**src/rtl/sgi_pkg.sv**
```systemverilog
`timescale 1ns / 1ps
// ----------------------------------------------------------------------------
// sgi_pkg
// Shared widths, codes and controller/datapath interface types for the
// servo group interpolator.
// ----------------------------------------------------------------------------
package sgi_pkg;

    localparam int ANGLE_W   = 8;
    localparam int PULSE_W   = 12;
    localparam int CHAN_W    = 4;
    localparam int TGT_W     = 10;
    localparam int STEP_W    = 8;
    localparam int FUNC_W    = 2;
    localparam int CFG_IDX_W = 1;

    localparam logic [ANGLE_W-1:0] ANGLE_MAX     = 8'd180;
    localparam logic [ANGLE_W-1:0] ANGLE_RST     = 8'd90;
    localparam logic [PULSE_W-1:0] PULSE_MIN_RST = 12'd125;
    localparam logic [PULSE_W-1:0] PULSE_MAX_RST = 12'd575;

    // angle * |span| product, and its division by 180:
    // x / 180 == ((x >> 2) * RECIP_MUL) >> RECIP_SHIFT for every x below 2^20
    localparam int              PROD_W      = ANGLE_W + PULSE_W;
    localparam int              RECIP_W     = 19;
    localparam int              RECIP_SHIFT = 24;
    localparam logic [RECIP_W-1:0] RECIP_MUL = 19'd372828;

    localparam logic [FUNC_W-1:0] FUNC_SET  = 2'd0;
    localparam logic [FUNC_W-1:0] FUNC_ARM  = 2'd1;
    localparam logic [FUNC_W-1:0] FUNC_TICK = 2'd2;

    localparam logic [CFG_IDX_W-1:0] CFG_PULSE_MIN = 1'b0;
    localparam logic [CFG_IDX_W-1:0] CFG_PULSE_MAX = 1'b1;

    typedef struct packed {
        logic load;
        logic set_wr;
        logic div_start;
        logic div_step;
        logic arm_wr;
        logic scan_clr;
        logic scan_inc;
        logic tick_upd;
        logic emit;
        logic tick_end;
    } t_sgi_cmd;

    typedef struct packed {
        logic [FUNC_W-1:0] func;
        logic              chan_ok;
        logic              steps_zero;
        logic              any_armed;
        logic              cur_armed;
        logic              scan_last;
        logic              div_done;
        logic              out_free;
    } t_sgi_sts;

endpackage

```
**src/rtl/servo_group_interpolator.sv**
```systemverilog
`timescale 1ns / 1ps
// ----------------------------------------------------------------------------
// servo_group_interpolator
// Multi-channel servo angle interpolator with PWM pulse-width output.
// ----------------------------------------------------------------------------
//
//  channel   handshake            payload
//  --------  -------------------  ---------------------------------------------
//  request   i_valid / o_ready    i_func, i_channel, i_target, i_step_count
//  result    o_valid / i_ready    o_out_channel, o_angle, o_pulse_width, o_last
//  config    i_cfg_we (no wait)   i_cfg_idx, i_cfg_data
//
//  One request is in work at a time; o_ready is high only when it is done.
//  Set runs decode, store, two pulse-arithmetic stages and emit. Arm runs
//  the restoring divider that produces one increment bit per cycle. A tick
//  with steps left walks every channel through the single read port of the
//  channel RAM and the pulse multiplier chain for each armed channel. Reset
//  is synchronous and clears control state only; channel RAMs need no
//  clearing pass. A stalled result holds in the output register and the
//  sequencer holds at its emit step until that register frees up.
//
module servo_group_interpolator #(
    parameter int CHANNELS  = 16,
    parameter int FRAC_BITS = 8
) (
    input  logic                             i_clk,
    input  logic                             i_rst_n,
    // request channel
    input  logic                             i_valid,
    output logic                             o_ready,
    input  logic [sgi_pkg::FUNC_W-1:0]       i_func,
    input  logic [sgi_pkg::CHAN_W-1:0]       i_channel,
    input  logic signed [sgi_pkg::TGT_W-1:0] i_target,
    input  logic [sgi_pkg::STEP_W-1:0]       i_step_count,
    // result channel
    output logic                             o_valid,
    input  logic                             i_ready,
    output logic [sgi_pkg::CHAN_W-1:0]       o_out_channel,
    output logic [sgi_pkg::ANGLE_W-1:0]      o_angle,
    output logic [sgi_pkg::PULSE_W-1:0]      o_pulse_width,
    output logic                             o_last,
    // configuration
    input  logic                             i_cfg_we,
    input  logic [sgi_pkg::CFG_IDX_W-1:0]    i_cfg_idx,
    input  logic [sgi_pkg::PULSE_W-1:0]      i_cfg_data
);

    import sgi_pkg::*;

    logic [PULSE_W-1:0] r_pulse_min;
    logic [PULSE_W-1:0] r_pulse_max;
    logic [PULSE_W-1:0] r_span_mag;
    logic               r_span_neg;
    logic [PULSE_W:0]   span;

    t_sgi_cmd cmd;
    t_sgi_sts sts;

    // Pulse range registers; the user must write them only while idle (not enforced here).
    always_ff @(posedge i_clk) begin
        if (!i_rst_n) begin
            r_pulse_min <= PULSE_MIN_RST;
            r_pulse_max <= PULSE_MAX_RST;
        end else if (i_cfg_we) begin
            unique case (i_cfg_idx)
                CFG_PULSE_MIN: r_pulse_min <= i_cfg_data;
                CFG_PULSE_MAX: r_pulse_max <= i_cfg_data;
                default:       r_pulse_min <= r_pulse_min;
            endcase
        end
    end

    // Hold the span as sign and magnitude so the pulse path multiplies
    // unsigned values and truncation toward zero falls out of the magnitude.
    assign span = {1'b0, r_pulse_max} - {1'b0, r_pulse_min};

    always_ff @(posedge i_clk) begin
        r_span_neg <= span[PULSE_W];
        r_span_mag <= span[PULSE_W] ? PULSE_W'(~span + 1'b1) : span[PULSE_W-1:0];
    end

    sgi_ctrl u_ctrl (
        .i_clk   (i_clk),
        .i_rst_n (i_rst_n),
        .i_valid (i_valid),
        .o_ready (o_ready),
        .i_sts   (sts),
        .o_cmd   (cmd)
    );

    sgi_dpath #(
        .CHANNELS  (CHANNELS),
        .FRAC_BITS (FRAC_BITS)
    ) u_dpath (
        .i_clk         (i_clk),
        .i_rst_n       (i_rst_n),
        .i_cmd         (cmd),
        .o_sts         (sts),
        .i_func        (i_func),
        .i_channel     (i_channel),
        .i_target      (i_target),
        .i_step_count  (i_step_count),
        .i_pulse_min   (r_pulse_min),
        .i_span_mag    (r_span_mag),
        .i_span_neg    (r_span_neg),
        .i_out_ready   (i_ready),
        .o_out_valid   (o_valid),
        .o_out_channel (o_out_channel),
        .o_angle       (o_angle),
        .o_pulse_width (o_pulse_width),
        .o_last        (o_last)
    );

    // A channel is armed only while a move has steps left to run.
    a_armed_needs_steps: assert property (
        @(posedge i_clk) disable iff (!i_rst_n)
        sts.steps_zero |-> !sts.any_armed
    ) else $error("channel armed with no steps left");

    // An accepted request makes the block busy in the next cycle.
    a_busy_after_accept: assert property (
        @(posedge i_clk) disable iff (!i_rst_n)
        (i_valid && o_ready) |=> !o_ready
    ) else $error("request accepted while previous one still decoding");

    // A result is loaded only into a free output register.
    a_emit_into_free: assert property (
        @(posedge i_clk) disable iff (!i_rst_n)
        cmd.emit |-> (!o_valid || i_ready)
    ) else $error("result overwrote a pending result");

    // The divider never steps past its last quotient bit.
    a_div_bounded: assert property (
        @(posedge i_clk) disable iff (!i_rst_n)
        cmd.div_step |-> !sts.div_done
    ) else $error("divider stepped after completion");

endmodule

```
**src/rtl/sgi_ram.sv**
```systemverilog
`timescale 1ns / 1ps
// ----------------------------------------------------------------------------
// sgi_ram
// Generic single-write, single-read RAM with registered read data.
// ----------------------------------------------------------------------------
module sgi_ram #(
    parameter int WIDTH = 8,
    parameter int DEPTH = 16,
    parameter int AW    = (DEPTH > 1) ? $clog2(DEPTH) : 1
) (
    input  logic             i_clk,
    input  logic             i_we,
    input  logic [AW-1:0]    i_waddr,
    input  logic [WIDTH-1:0] i_wdata,
    input  logic [AW-1:0]    i_raddr,
    output logic [WIDTH-1:0] o_rdata
);

    logic [WIDTH-1:0] r_mem [DEPTH];
    logic [WIDTH-1:0] r_rdata;

    always_ff @(posedge i_clk) begin
        if (i_we) begin
            r_mem[i_waddr] <= i_wdata;
        end
        r_rdata <= r_mem[i_raddr];
    end

    assign o_rdata = r_rdata;

endmodule

```
**src/rtl/sgi_ctrl.sv**
```systemverilog
`timescale 1ns / 1ps
// ----------------------------------------------------------------------------
// sgi_ctrl
// Sequencer for set, arm and tick requests; drives datapath commands.
// ----------------------------------------------------------------------------
module sgi_ctrl (
    input  logic              i_clk,
    input  logic              i_rst_n,
    input  logic              i_valid,
    output logic              o_ready,
    input  sgi_pkg::t_sgi_sts i_sts,
    output sgi_pkg::t_sgi_cmd o_cmd
);

    import sgi_pkg::*;

    localparam logic [3:0] S_IDLE     = 4'd0;
    localparam logic [3:0] S_DECODE   = 4'd1;
    localparam logic [3:0] S_SET      = 4'd2;
    localparam logic [3:0] S_ARM_LD   = 4'd3;
    localparam logic [3:0] S_ARM_DIV  = 4'd4;
    localparam logic [3:0] S_TICK_RD  = 4'd5;
    localparam logic [3:0] S_TICK_UPD = 4'd6;
    localparam logic [3:0] S_PULSE1   = 4'd7;
    localparam logic [3:0] S_PULSE2   = 4'd8;
    localparam logic [3:0] S_EMIT     = 4'd9;
    localparam logic [3:0] S_TICK_END = 4'd10;

    logic [3:0] r_state;
    logic [3:0] n_state;
    t_sgi_cmd   cmd;

    always_comb begin
        n_state = r_state;
        cmd     = '0;
        unique case (r_state)
            S_IDLE: begin
                if (i_valid) begin
                    cmd.load = 1'b1;
                    n_state  = S_DECODE;
                end
            end
            S_DECODE: begin
                unique case (i_sts.func)
                    FUNC_SET: begin
                        n_state = i_sts.chan_ok ? S_SET : S_IDLE;
                    end
                    FUNC_ARM: begin
                        n_state = i_sts.chan_ok ? S_ARM_LD : S_IDLE;
                    end
                    FUNC_TICK: begin
                        if (i_sts.steps_zero) begin
                            n_state = S_IDLE;
                        end else begin
                            cmd.scan_clr = 1'b1;
                            n_state      = S_TICK_RD;
                        end
                    end
                    default: begin
                        n_state = S_IDLE;
                    end
                endcase
            end
            S_SET: begin
                cmd.set_wr = 1'b1;
                n_state    = S_PULSE1;
            end
            S_ARM_LD: begin
                cmd.div_start = 1'b1;
                n_state       = S_ARM_DIV;
            end
            S_ARM_DIV: begin
                if (i_sts.div_done) begin
                    cmd.arm_wr = 1'b1;
                    n_state    = S_IDLE;
                end else begin
                    cmd.div_step = 1'b1;
                end
            end
            S_TICK_RD: begin
                if (i_sts.cur_armed) begin
                    n_state = S_TICK_UPD;
                end else if (i_sts.scan_last) begin
                    n_state = S_TICK_END;
                end else begin
                    cmd.scan_inc = 1'b1;
                end
            end
            S_TICK_UPD: begin
                cmd.tick_upd = 1'b1;
                n_state      = S_PULSE1;
            end
            S_PULSE1: begin
                n_state = S_PULSE2;
            end
            S_PULSE2: begin
                n_state = S_EMIT;
            end
            S_EMIT: begin
                if (i_sts.out_free) begin
                    cmd.emit = 1'b1;
                    if (i_sts.func != FUNC_TICK) begin
                        n_state = S_IDLE;
                    end else if (i_sts.scan_last) begin
                        n_state = S_TICK_END;
                    end else begin
                        cmd.scan_inc = 1'b1;
                        n_state      = S_TICK_RD;
                    end
                end
            end
            S_TICK_END: begin
                cmd.tick_end = 1'b1;
                n_state      = S_IDLE;
            end
            default: begin
                n_state = S_IDLE;
            end
        endcase
    end

    always_ff @(posedge i_clk) begin
        if (!i_rst_n) begin
            r_state <= S_IDLE;
        end else begin
            r_state <= n_state;
        end
    end

    assign o_ready = (r_state == S_IDLE);
    assign o_cmd   = cmd;

endmodule

```
**src/rtl/sgi_dpath.sv**
```systemverilog
`timescale 1ns / 1ps
// ----------------------------------------------------------------------------
// sgi_dpath
// Per-channel storage, step divider, position update, pulse arithmetic and
// the output register.
// ----------------------------------------------------------------------------
module sgi_dpath #(
    parameter int CHANNELS  = 16,
    parameter int FRAC_BITS = 8
) (
    input  logic                           i_clk,
    input  logic                           i_rst_n,
    input  sgi_pkg::t_sgi_cmd              i_cmd,
    output sgi_pkg::t_sgi_sts              o_sts,
    input  logic [sgi_pkg::FUNC_W-1:0]     i_func,
    input  logic [sgi_pkg::CHAN_W-1:0]     i_channel,
    input  logic signed [sgi_pkg::TGT_W-1:0] i_target,
    input  logic [sgi_pkg::STEP_W-1:0]     i_step_count,
    input  logic [sgi_pkg::PULSE_W-1:0]    i_pulse_min,
    input  logic [sgi_pkg::PULSE_W-1:0]    i_span_mag,
    input  logic                           i_span_neg,
    input  logic                           i_out_ready,
    output logic                           o_out_valid,
    output logic [sgi_pkg::CHAN_W-1:0]     o_out_channel,
    output logic [sgi_pkg::ANGLE_W-1:0]    o_angle,
    output logic [sgi_pkg::PULSE_W-1:0]    o_pulse_width,
    output logic                           o_last
);

    import sgi_pkg::*;

    localparam int CW   = (CHANNELS > 1) ? $clog2(CHANNELS) : 1;
    localparam int PW   = FRAC_BITS + 9;           // position / increment width
    localparam int DW   = FRAC_BITS + ANGLE_W;     // dividend / quotient width
    localparam int DCW  = $clog2(DW + 1);
    localparam int RW   = 2 * PW + ANGLE_W;        // {position, increment, goal}
    localparam int RF_W = PROD_W - 2 + RECIP_W;

    // captured request
    logic [FUNC_W-1:0]  r_func;
    logic [CHAN_W-1:0]  r_chan;
    logic [ANGLE_W-1:0] r_tgt;
    logic [STEP_W-1:0]  r_steps;

    // channel state
    logic [STEP_W-1:0]   r_steps_left;
    logic [CHANNELS-1:0] r_armed;
    logic [CHANNELS-1:0] r_ang_vld;
    logic [CW-1:0]       r_scan;

    // step divider
    logic [DCW-1:0]     r_div_cnt;
    logic [DW-1:0]      r_dvd;
    logic [STEP_W-1:0]  r_rem;
    logic               r_div_neg;
    logic [ANGLE_W-1:0] r_start;

    // pulse pipeline
    logic [ANGLE_W-1:0] r_ang;
    logic [CHAN_W-1:0]  r_emit_ch;
    logic               r_last;
    logic [PROD_W-1:0]  r_prod;
    logic [PULSE_W-1:0] r_quot;

    // output register
    logic               r_o_valid;
    logic [CHAN_W-1:0]  r_o_ch;
    logic [ANGLE_W-1:0] r_o_angle;
    logic [PULSE_W-1:0] r_o_pulse;
    logic               r_o_last;

    logic [CW-1:0]      ch_idx;
    logic [ANGLE_W-1:0] tgt_clamped;
    logic [ANGLE_W-1:0] ang_rdata;
    logic [ANGLE_W-1:0] ang_cur;
    logic [ANGLE_W-1:0] diff_mag;
    logic               diff_neg;
    logic [STEP_W:0]    rem_sh;
    logic               rem_ge;
    logic [PW-1:0]      q_ext;
    logic [PW-1:0]      inc_new;
    logic [PW-1:0]      pos_start;

    logic [RW-1:0]      chan_rdata;
    logic [PW-1:0]      rd_pos;
    logic [PW-1:0]      rd_inc;
    logic [ANGLE_W-1:0] rd_goal;
    logic [PW+1:0]      pos_sum;
    logic [PW-1:0]      pos_next;
    logic [8:0]         pos_whole;
    logic [ANGLE_W-1:0] ang_next;
    logic               final_step;
    logic               armed_above;

    logic               ang_we;
    logic [CW-1:0]      ang_waddr;
    logic [ANGLE_W-1:0] ang_wdata;
    logic               chan_we;
    logic [CW-1:0]      chan_waddr;
    logic [RW-1:0]      chan_wdata;

    logic [RF_W-1:0]    recip_full;
    logic [PULSE_W-1:0] pulse_next;

    assign ch_idx = CW'(r_chan);

    always_comb begin
        if (i_target[TGT_W-1]) begin
            tgt_clamped = '0;
        end else if (i_target[TGT_W-2:0] > {1'b0, ANGLE_MAX}) begin
            tgt_clamped = ANGLE_MAX;
        end else begin
            tgt_clamped = i_target[ANGLE_W-1:0];
        end
    end

    // arm: signed distance from the stored angle to the goal
    assign ang_cur  = r_ang_vld[ch_idx] ? ang_rdata : ANGLE_RST;
    assign diff_neg = (r_tgt < ang_cur);
    assign diff_mag = diff_neg ? (ang_cur - r_tgt) : (r_tgt - ang_cur);

    // restoring division, one quotient bit per cycle
    assign rem_sh    = {r_rem, r_dvd[DW-1]};
    assign rem_ge    = (rem_sh >= {1'b0, r_steps});
    assign q_ext     = {1'b0, r_dvd};
    assign inc_new   = r_div_neg ? (~q_ext + 1'b1) : q_ext;
    assign pos_start = {1'b0, r_start, {FRAC_BITS{1'b0}}};

    // tick: advance one channel
    assign rd_pos     = chan_rdata[RW-1 -: PW];
    assign rd_inc     = chan_rdata[ANGLE_W +: PW];
    assign rd_goal    = chan_rdata[ANGLE_W-1:0];
    assign final_step = (r_steps_left == STEP_W'(1));
    assign pos_sum    = {2'b00, rd_pos} + {{2{rd_inc[PW-1]}}, rd_inc};

    always_comb begin
        if (final_step) begin
            pos_next = {1'b0, rd_goal, {FRAC_BITS{1'b0}}};
        end else if (pos_sum[PW+1]) begin
            pos_next = '0;
        end else if (pos_sum[PW]) begin
            pos_next = '1;
        end else begin
            pos_next = pos_sum[PW-1:0];
        end
    end

    assign pos_whole = pos_next[PW-1:FRAC_BITS];
    assign ang_next  = (pos_whole > {1'b0, ANGLE_MAX}) ? ANGLE_MAX : pos_whole[ANGLE_W-1:0];

    always_comb begin
        armed_above = 1'b0;
        for (int j = 0; j < CHANNELS; j++) begin
            if (r_armed[j] && (j > int'(r_scan))) begin
                armed_above = 1'b1;
            end
        end
    end

    // memory write ports
    assign ang_we     = i_cmd.set_wr | i_cmd.tick_upd;
    assign ang_waddr  = i_cmd.set_wr ? ch_idx : r_scan;
    assign ang_wdata  = i_cmd.set_wr ? r_tgt : ang_next;
    assign chan_we    = i_cmd.arm_wr | i_cmd.tick_upd;
    assign chan_waddr = i_cmd.arm_wr ? ch_idx : r_scan;
    assign chan_wdata = i_cmd.arm_wr ? {pos_start, inc_new, r_tgt}
                                     : {pos_next, rd_inc, rd_goal};

    sgi_ram #(
        .WIDTH (ANGLE_W),
        .DEPTH (CHANNELS)
    ) u_ang_ram (
        .i_clk   (i_clk),
        .i_we    (ang_we),
        .i_waddr (ang_waddr),
        .i_wdata (ang_wdata),
        .i_raddr (ch_idx),
        .o_rdata (ang_rdata)
    );

    sgi_ram #(
        .WIDTH (RW),
        .DEPTH (CHANNELS)
    ) u_chan_ram (
        .i_clk   (i_clk),
        .i_we    (chan_we),
        .i_waddr (chan_waddr),
        .i_wdata (chan_wdata),
        .i_raddr (r_scan),
        .o_rdata (chan_rdata)
    );

    // pulse = min +/- angle * |span| / 180
    assign recip_full = r_prod[PROD_W-1:2] * RECIP_MUL;
    assign pulse_next = i_span_neg ? (i_pulse_min - r_quot) : (i_pulse_min + r_quot);

    // payload registers
    always_ff @(posedge i_clk) begin
        if (i_cmd.load) begin
            r_func  <= i_func;
            r_chan  <= i_channel;
            r_tgt   <= tgt_clamped;
            r_steps <= (i_step_count == '0) ? STEP_W'(1) : i_step_count;
        end
        if (i_cmd.div_start) begin
            r_dvd     <= {diff_mag, {FRAC_BITS{1'b0}}};
            r_rem     <= '0;
            r_div_neg <= diff_neg;
            r_start   <= ang_cur;
        end else if (i_cmd.div_step) begin
            r_dvd <= {r_dvd[DW-2:0], rem_ge};
            r_rem <= rem_ge ? STEP_W'(rem_sh - {1'b0, r_steps}) : rem_sh[STEP_W-1:0];
        end
        if (i_cmd.set_wr) begin
            r_ang     <= r_tgt;
            r_emit_ch <= r_chan;
            r_last    <= 1'b1;
        end else if (i_cmd.tick_upd) begin
            r_ang     <= ang_next;
            r_emit_ch <= CHAN_W'(r_scan);
            r_last    <= !armed_above;
        end
        r_prod <= r_ang * i_span_mag;
        r_quot <= recip_full[RECIP_SHIFT +: PULSE_W];
        if (i_cmd.emit) begin
            r_o_ch    <= r_emit_ch;
            r_o_angle <= r_ang;
            r_o_pulse <= pulse_next;
            r_o_last  <= r_last;
        end
    end

    // control registers
    always_ff @(posedge i_clk) begin
        if (!i_rst_n) begin
            r_steps_left <= '0;
            r_armed      <= '0;
            r_ang_vld    <= '0;
            r_scan       <= '0;
            r_div_cnt    <= '0;
            r_o_valid    <= 1'b0;
        end else begin
            if (i_cmd.set_wr) begin
                r_ang_vld[ch_idx] <= 1'b1;
            end else if (i_cmd.tick_upd) begin
                r_ang_vld[r_scan] <= 1'b1;
            end
            if (i_cmd.arm_wr) begin
                r_armed[ch_idx] <= 1'b1;
                r_steps_left    <= r_steps;
            end else if (i_cmd.tick_end) begin
                r_steps_left <= r_steps_left - 1'b1;
                if (final_step) begin
                    r_armed <= '0;
                end
            end
            if (i_cmd.scan_clr) begin
                r_scan <= '0;
            end else if (i_cmd.scan_inc) begin
                r_scan <= r_scan + 1'b1;
            end
            if (i_cmd.div_start) begin
                r_div_cnt <= DCW'(DW);
            end else if (i_cmd.div_step) begin
                r_div_cnt <= r_div_cnt - 1'b1;
            end
            if (i_cmd.emit) begin
                r_o_valid <= 1'b1;
            end else if (i_out_ready) begin
                r_o_valid <= 1'b0;
            end
        end
    end

    assign o_sts.func       = r_func;
    assign o_sts.chan_ok    = (int'(r_chan) < CHANNELS);
    assign o_sts.steps_zero = (r_steps_left == '0);
    assign o_sts.any_armed  = |r_armed;
    assign o_sts.cur_armed  = r_armed[r_scan];
    assign o_sts.scan_last  = (r_scan == CW'(CHANNELS - 1));
    assign o_sts.div_done   = (r_div_cnt == '0);
    assign o_sts.out_free   = !r_o_valid || i_out_ready;

    assign o_out_valid   = r_o_valid;
    assign o_out_channel = r_o_ch;
    assign o_angle       = r_o_angle;
    assign o_pulse_width = r_o_pulse;
    assign o_last        = r_o_last;

endmodule
```
**config.mk**
```make
export PLATFORM = sky130hd
export DESIGN_NAME = servo_group_interpolator
export DESIGN_NICKNAME = d
export VERILOG_FILES = /design/src/rtl/sgi_pkg.sv /design/src/rtl/servo_group_interpolator.sv /design/src/rtl/sgi_ram.sv /design/src/rtl/sgi_ctrl.sv /design/src/rtl/sgi_dpath.sv
export SDC_FILE = /design/constraint.sdc
export NUM_CORES = 2
export LEC_CHECK = 0
export ABC_AREA = 1
export BUFFER_PORTS_ARGS = -buffer_cell sky130_fd_sc_hd__buf_2
export CORE_UTILIZATION = 30
export CTS_BUF_LIST = sky130_fd_sc_hd__clkbuf_4
export CTS_CLUSTER_SIZE = 10
export DETAILED_ROUTE_END_ITERATION = 8
export GPL_TIMING_DRIVEN = 1
export HOLD_SLACK_MARGIN = 0.06
export REMOVE_ABC_BUFFERS = 1
export SYNTH_ARGS = -nofsm -noshare
export SYNTH_HDL_FRONTEND = slang
export SYNTH_SLANG_ARGS = --single-unit
```
**constraint.sdc**
```tcl
create_clock -name i_clk -period 5.7 [get_ports i_clk]
set_clock_uncertainty 0.15 [all_clocks]
set_input_delay 1.14 -clock i_clk [delete_from_list [all_inputs] [get_ports i_clk]]
set_output_delay 1.14 -clock i_clk [all_outputs]
set_load 0.03 [all_outputs]
```
Word level (Yosys, flattened, before mapping)
Memory sizes are Yosys's and may differ from the RTL's. A register that Yosys moved wholly into a read port is not among the register bits.
Index checks and enable logic that the tools add are counted.
W data, S select, Z words.
{"block": "op_classes", "addsub": 12, "multipliers": 2, "magnitude_cmp": 23, "n_eq_ne": 19, "n_mux": 88, "bitwise": 9, "reduce_logical": 38}
{"operator": "$mux W16", "n": 7}
{"operator": "$mux W8", "n": 10}
{"operator": "$mux W17", "n": 4}
{"operator": "$or A16 B16 Y16", "n": 3}
{"operator": "$mux W4", "n": 11}
{"operator": "$mux W1", "n": 42}
{"operator": "$mux W42", "n": 1}
{"operator": "$pmux W4 S9", "n": 1}
{"operator": "$mul A18 B17 Y34 const B", "n": 1}
{"operator": "$gt A4 B4 Y1 const A", "n": 8}
{"operator": "$mux W12", "n": 2}
{"operator": "$sub A8 B8 Y8", "n": 3}
{"operator": "$mul A8 B12 Y20", "n": 1}
{"operator": "$add A18 B17 Y19", "n": 1}
{"operator": "$gt A9 B8 Y1 const B", "n": 2}
{"operator": "$add A17 B1 Y17 const B", "n": 1}
{"operator": "$logic_and A1 B1 Y1", "n": 17}
{"operator": "$not A16 Y17", "n": 1}
{"operator": "$eq A4 B3 Y1 const B", "n": 4}
{"operator": "$eq A4 B4 Y1 const B", "n": 4}
{"operator": "$gt A3 B4 Y1 const A", "n": 4}
{"operator": "$logic_not A8 Y1", "n": 2}
{"operator": "$sub A12 B12 Y13", "n": 1}
{"operator": "$add A12 B1 Y12 const B", "n": 1}
{"operator": "37 further kinds", "n": 59}
{"block": "word_totals", "reg_bits": 216, "mem_bits_rw": 800, "inputBits": 42, "out_inout_bits": 27, "elab_cells": 224, "mem_count": 2}
{"name": "u_dpath.u_chan_ram.r_mem", "depth": 16, "width": 42, "rd": 1, "rd_clocked_by_memory_dff": 1, "wr": 1, "line": "sgi_ram.sv:19", "text": "logic [WIDTH-1:0] r_mem [DEPTH];"}
{"name": "u_dpath.u_ang_ram.r_mem", "depth": 16, "width": 8, "rd": 1, "rd_clocked_by_memory_dff": 1, "wr": 1, "line": "sgi_ram.sv:19"}

Longest topological paths before layout
{"block": "depth", "ltp_word": 18, "ltp_mapped": 25, "depth_no_buf": 25}

By module
A second synthesis with hierarchy kept.
{"block": "hier_totals", "hier_cells": 6051, "hier_area_um2": 56401.6}
{"module": "sgi_ram (u_dpath.u_chan_ram)", "instances": 1, "cells_each": 2773, "area_per_inst_um2": 29477.0, "seq_area_each_um2": 21020.2}
{"module": "sgi_dpath", "instances": 1, "cells_each": 2324, "area_per_inst_um2": 18524.0, "seq_area_each_um2": 4224.1}
{"module": "sgi_ram (u_dpath.u_ang_ram)", "instances": 1, "cells_each": 551, "area_per_inst_um2": 5766.8, "seq_area_each_um2": 4003.8}
{"module": "servo_group_interpolator", "instances": 1, "cells_each": 315, "area_per_inst_um2": 2132.0, "seq_area_each_um2": 740.7}
{"module": "sgi_ctrl", "instances": 1, "cells_each": 88, "area_per_inst_um2": 501.7, "seq_area_each_um2": 80.1}

Worst setup path before layout
OpenSTA, ideal clock, no wires.
{"block": "synth_path", "path_kind": "register to register", "start": "register u_dpath.r_prod[10]", "end": "register u_dpath.r_quot[8]", "setup_ps": 72, "arrival_ps": 4987, "t_required_ps": 5478, "path_slack_ps": 491, "stages_incl_launch_ff": 19, "n_path_buf": 0, "period_less_slack_ps": 5209, "path_cell_list": "dfxtp_1 > ha_1 > inv_1 > fa_1 > fa_1 > fa_1 > inv_1 > fa_1 > inv_1 > fa_1 > inv_1 > ha_1 > nand2_1 > nor4_1 > nand2_1 > o211ai_1 > a21oi_1 > o21ai_0 > xor2_1"}
{"block": "synth_via", "elab_chain_len": 1}
{"element": "start, declared", "line": "sgi_dpath.sv:62", "text": "logic [PROD_W-1:0] r_prod;"}
{"element": "start signal, assigned", "line": "sgi_dpath.sv:223", "text": "r_prod <= r_ang * i_span_mag;"}
{"element": "$mul A18 B17 Y34", "line": "sgi_dpath.sv:194", "text": "assign recip_full = r_prod[PROD_W-1:2] * RECIP_MUL;"}
{"element": "net u_dpath.recip_full[32]", "line": "sgi_dpath.sv:102", "text": "logic [RF_W-1:0] recip_full;"}
{"element": "end signal, assigned", "line": "sgi_dpath.sv:224", "text": "r_quot <= recip_full[RECIP_SHIFT +: PULSE_W];"}
{"element": "end, declared", "line": "sgi_dpath.sv:63", "text": "logic [PULSE_W-1:0] r_quot;"}
The timed path passes the listed nets, and every way through them passes these cells.
A chain may end at the register's enable or synchronous reset.

Worst setup path after layout
Same ends and word-level chain as after synthesis.

==> key figures <==
Place
  • # port buffers: 68
  • Hpwl dp: 89.8 mm
  • Global placer's final weighted congestion: 0.898
  • Post-DP Area: 55500 um^2

Die
  • DIE WIDTH: 419 um
  • Initial Util: 30.3%
  • CORE AREA: 172000 um^2
  • Cell row count: 152
  • Ports: 69
  • Die H: 419 um
  • Area of the die: 176000 um^2

Clock network
  • Clock tree buffer depth: 4
  • Clock Tree Root: clkbuf_4
  • CTS tree: yes
  • Clk slew on worst S/H paths: 60 ps
  • Setup Fix Bufs, Post-CTS: 0
  • Clk Latency, worst-skew pair: 1240 ps
  • CTS buffer count: 301
  • # clock sinks: 1064
  • Number of levels in the clock H-tree: 5

Global route
  • Vias in the first global route: 37000
  • First-pass GRT wire length: 220 mm
  • Largest net degree at the start of global routing: 207
  • Initial antenna violation count: 3
  • Overall routing resource usage: 16.4%
  • Congestion Overflow GR: 0

Timing
  • Slew HR: 8.49%
  • Unrepaired setup endpoints after global routing: no
  • Worst-margin pin slew: 1360 ps
  • Pins over their slew limit: 0
  • Final setup violation count: 0
  • Fmax: 188 MHz
  • Final Hold Viols: 0
  • Final worst path period need: 5310 ps
  • Final period util: 93.2%

Route
  • Routed vias: 37200
  • Wire length per cell: 19.2 um
  • Detail Route Antenna Nets: 0
  • Vias per inst: 4.89
  • DRC viols: 4
  • Initial DRC Count: 3106
  • 1st-pass router iterations: 8
  • WL final: 146 mm

Critical path
  • Startpoint Class: flop
  • Kind of end point of the critical path: flop
  • Crit path kind: flop to flop
  • Worst EP arrival: 6230 ps
  • CP max FO: 4
  • CP required: 6620 ps

Logic synthesis
  • Synth Warn #: 0
  • Synthesis-stage register bit count: 1064
  • Top cells by area, synth: edfxtp_1 (50%), dfxtp_1 (7.2%), fa_1 (6.1%)
  • Ys async rst share: 0%
  • Ys flop type: edfxtp_1
  • Post-Synthesis Cell Area: 52200 um^2
  • Synth top area share: 50.4%
  • Yosys cell types: 57
  • Top post-synthesis cells by count: edfxtp_1 (876), inv_1 (583), nand2_1 (574), nor2_1 (573), o21ai_0 (485)
  • Number of synthesized flops with an enable pin: 876
  • Most common cell in the netlist: edfxtp_1
  • Synth area leader: edfxtp_1
  • Mean area per synthesized cell: 10.8 um^2
  • Syn Inst Count: 4811
  • Seq/Total Area, Yosys: 57.6%

Layout
  • Sequential cell area: 30100 um^2
  • Filler cell count: 17200
  • NumNets Final: 5530
  • Area taken by multi-input logic gates: 19200 um^2
  • Area Overhead vs Synth: 13.9%
  • Final Cell Area: 59400 um^2
  • Layout cells sized above 1: 13.0%

Worst hold path
  • Hold crit path type: primary input to flop

Run
  • # Max-Cap Violations: 0

Outcome
  • Status: finished with violations
  • Failing checks: DRC
## what timing repair did
action	4_1_cts	5_1_grt
gates resized for setup	0	3
setup endpoints to repair	0	1
hold buffers	24	0
endpoints found under the hold margin	34	0
## kinds of logic (layout without fill, tap and decap cells)
group                      after synthesis  count (layout)  synth area share, %
AOI/OAI and AO/OA                      998             998                 11.2
adders and majority gates              407             407                 12.1
muxes                                   29              29                0.556
xor gates and xnor gates               102             102                 1.71
other                                    0               7                    0
and+or+nand+nor                       1403            1403                 11.0
buffers and inverters                  808            1281                 5.85
DFF                                   1064            1064                 57.6
## through the flow
stage	util, %	setup TNS (ps)	instances	hold slack [ps]	setup WS [ps]
after floorplan	-	-1961220	4595	250	-6940
after global placement	32.2	0	7064	255	191
after detailed placement	32.2	0	7064	257	240
after CTS	34.5	0	7594	63.0	221
after global routing	34.5	0	7599	54.3	61.7
final	34.5	0	7601	145	389
## final timing paths
path	from	endpoint	slack, ps	depth (start not counted)
worst max-delay path	u_dpath.r_prod[10]$_DFF_P_	u_dpath.r_quot[8]$_DFF_P_	390	18
worst min-delay path	i_channel[2]	u_dpath.ch_idx[2]$_DFFE_PP_	140	1
worst max register to register	u_dpath.r_prod[10]$_DFF_P_	u_dpath.r_quot[8]$_DFF_P_	390	18
worst min register to register	u_dpath.r_emit_ch[3]$_DFFE_PP_	u_dpath.o_out_channel[3]$_DFFE_PP_	260	0
## layout by cell type, fill, tap and decap left out, drive strengths merged, types with 4 or more instances in the layout
cell type    instances
fa                 160
or4                  8
o31ai                4
nand2              586
dlygate4sd3         24
a21oi              166
a211oi               4
mux2i               29
o21ai              495
o21a                 5
dfxtp              188
o221ai              75
xnor2               29
a21o                 5
buf                159
ha                 247
nor2               580
o211ai              19
nor3                41
bufinv               5
o2111ai             14
nand3              157
clkbuf             437
diode                7
a31oi               46
a22oi               36
nor4                 6
o21bai               5
edfxtp             876
xor2                73
a221oi              17
inv                594
nand3b               5
clkinv              62
o22ai               97
nand4               14
## sequential cells by signal (all words and copies together), names as in the netlist, 12 cells and up
signal,count
u_dpath.r_prod,18
r_span_mag,12
u_dpath.r_armed,16
u_dpath.r_ang_vld,16
u_dpath.u_chan_ram.r_mem,672
u_dpath.o_pulse_width,12
u_dpath.u_chan_ram.o_rdata,42
u_dpath.r_dvd,16
u_dpath.u_ang_ram.r_mem,128
u_dpath.r_quot,12
r_pulse_min,12
r_pulse_max,12
## critical path, cell delays in order, from the launching register on
cell	delay [ps]
dfxtp_1	320
ha_1	320
inv_1	100
fa_1	510
fa_1	510
fa_1	540
inv_1	60
fa_1	540
inv_1	60
fa_1	530
inv_1	50
ha_1	320
nand2_1	120
nor4_2	330
nand2_1	80
o211ai_1	250
a21oi_1	140
o21ai_1	160
xor2_1	150
## routing by layer
metal | global-route usage [%] | routed length [um] | vias up
li1 | - | - | 17400
met1 | 21.5 | 62700 | 18300
met2 | 26.8 | 69300 | 1225
met3 | 3.00 | 9010 | 292
met4 | 6.48 | 4540 | 0
met5 | 0 | 0 | -
## cell type report
class	instances	share of cell area, %
tap	2310	4.86
clock inverter	69	0.680
antenna	7	0.0295
multi-input combinational	2939	32.3
sequential	1064	50.6
clock buffer	437	5.52
inverter	592	3.75
timing repair buffer	183	2.21
Power is left out: the tool's default activity adds up to more than one toggle a clock period on the data nets, which glitch-free logic cannot reach.
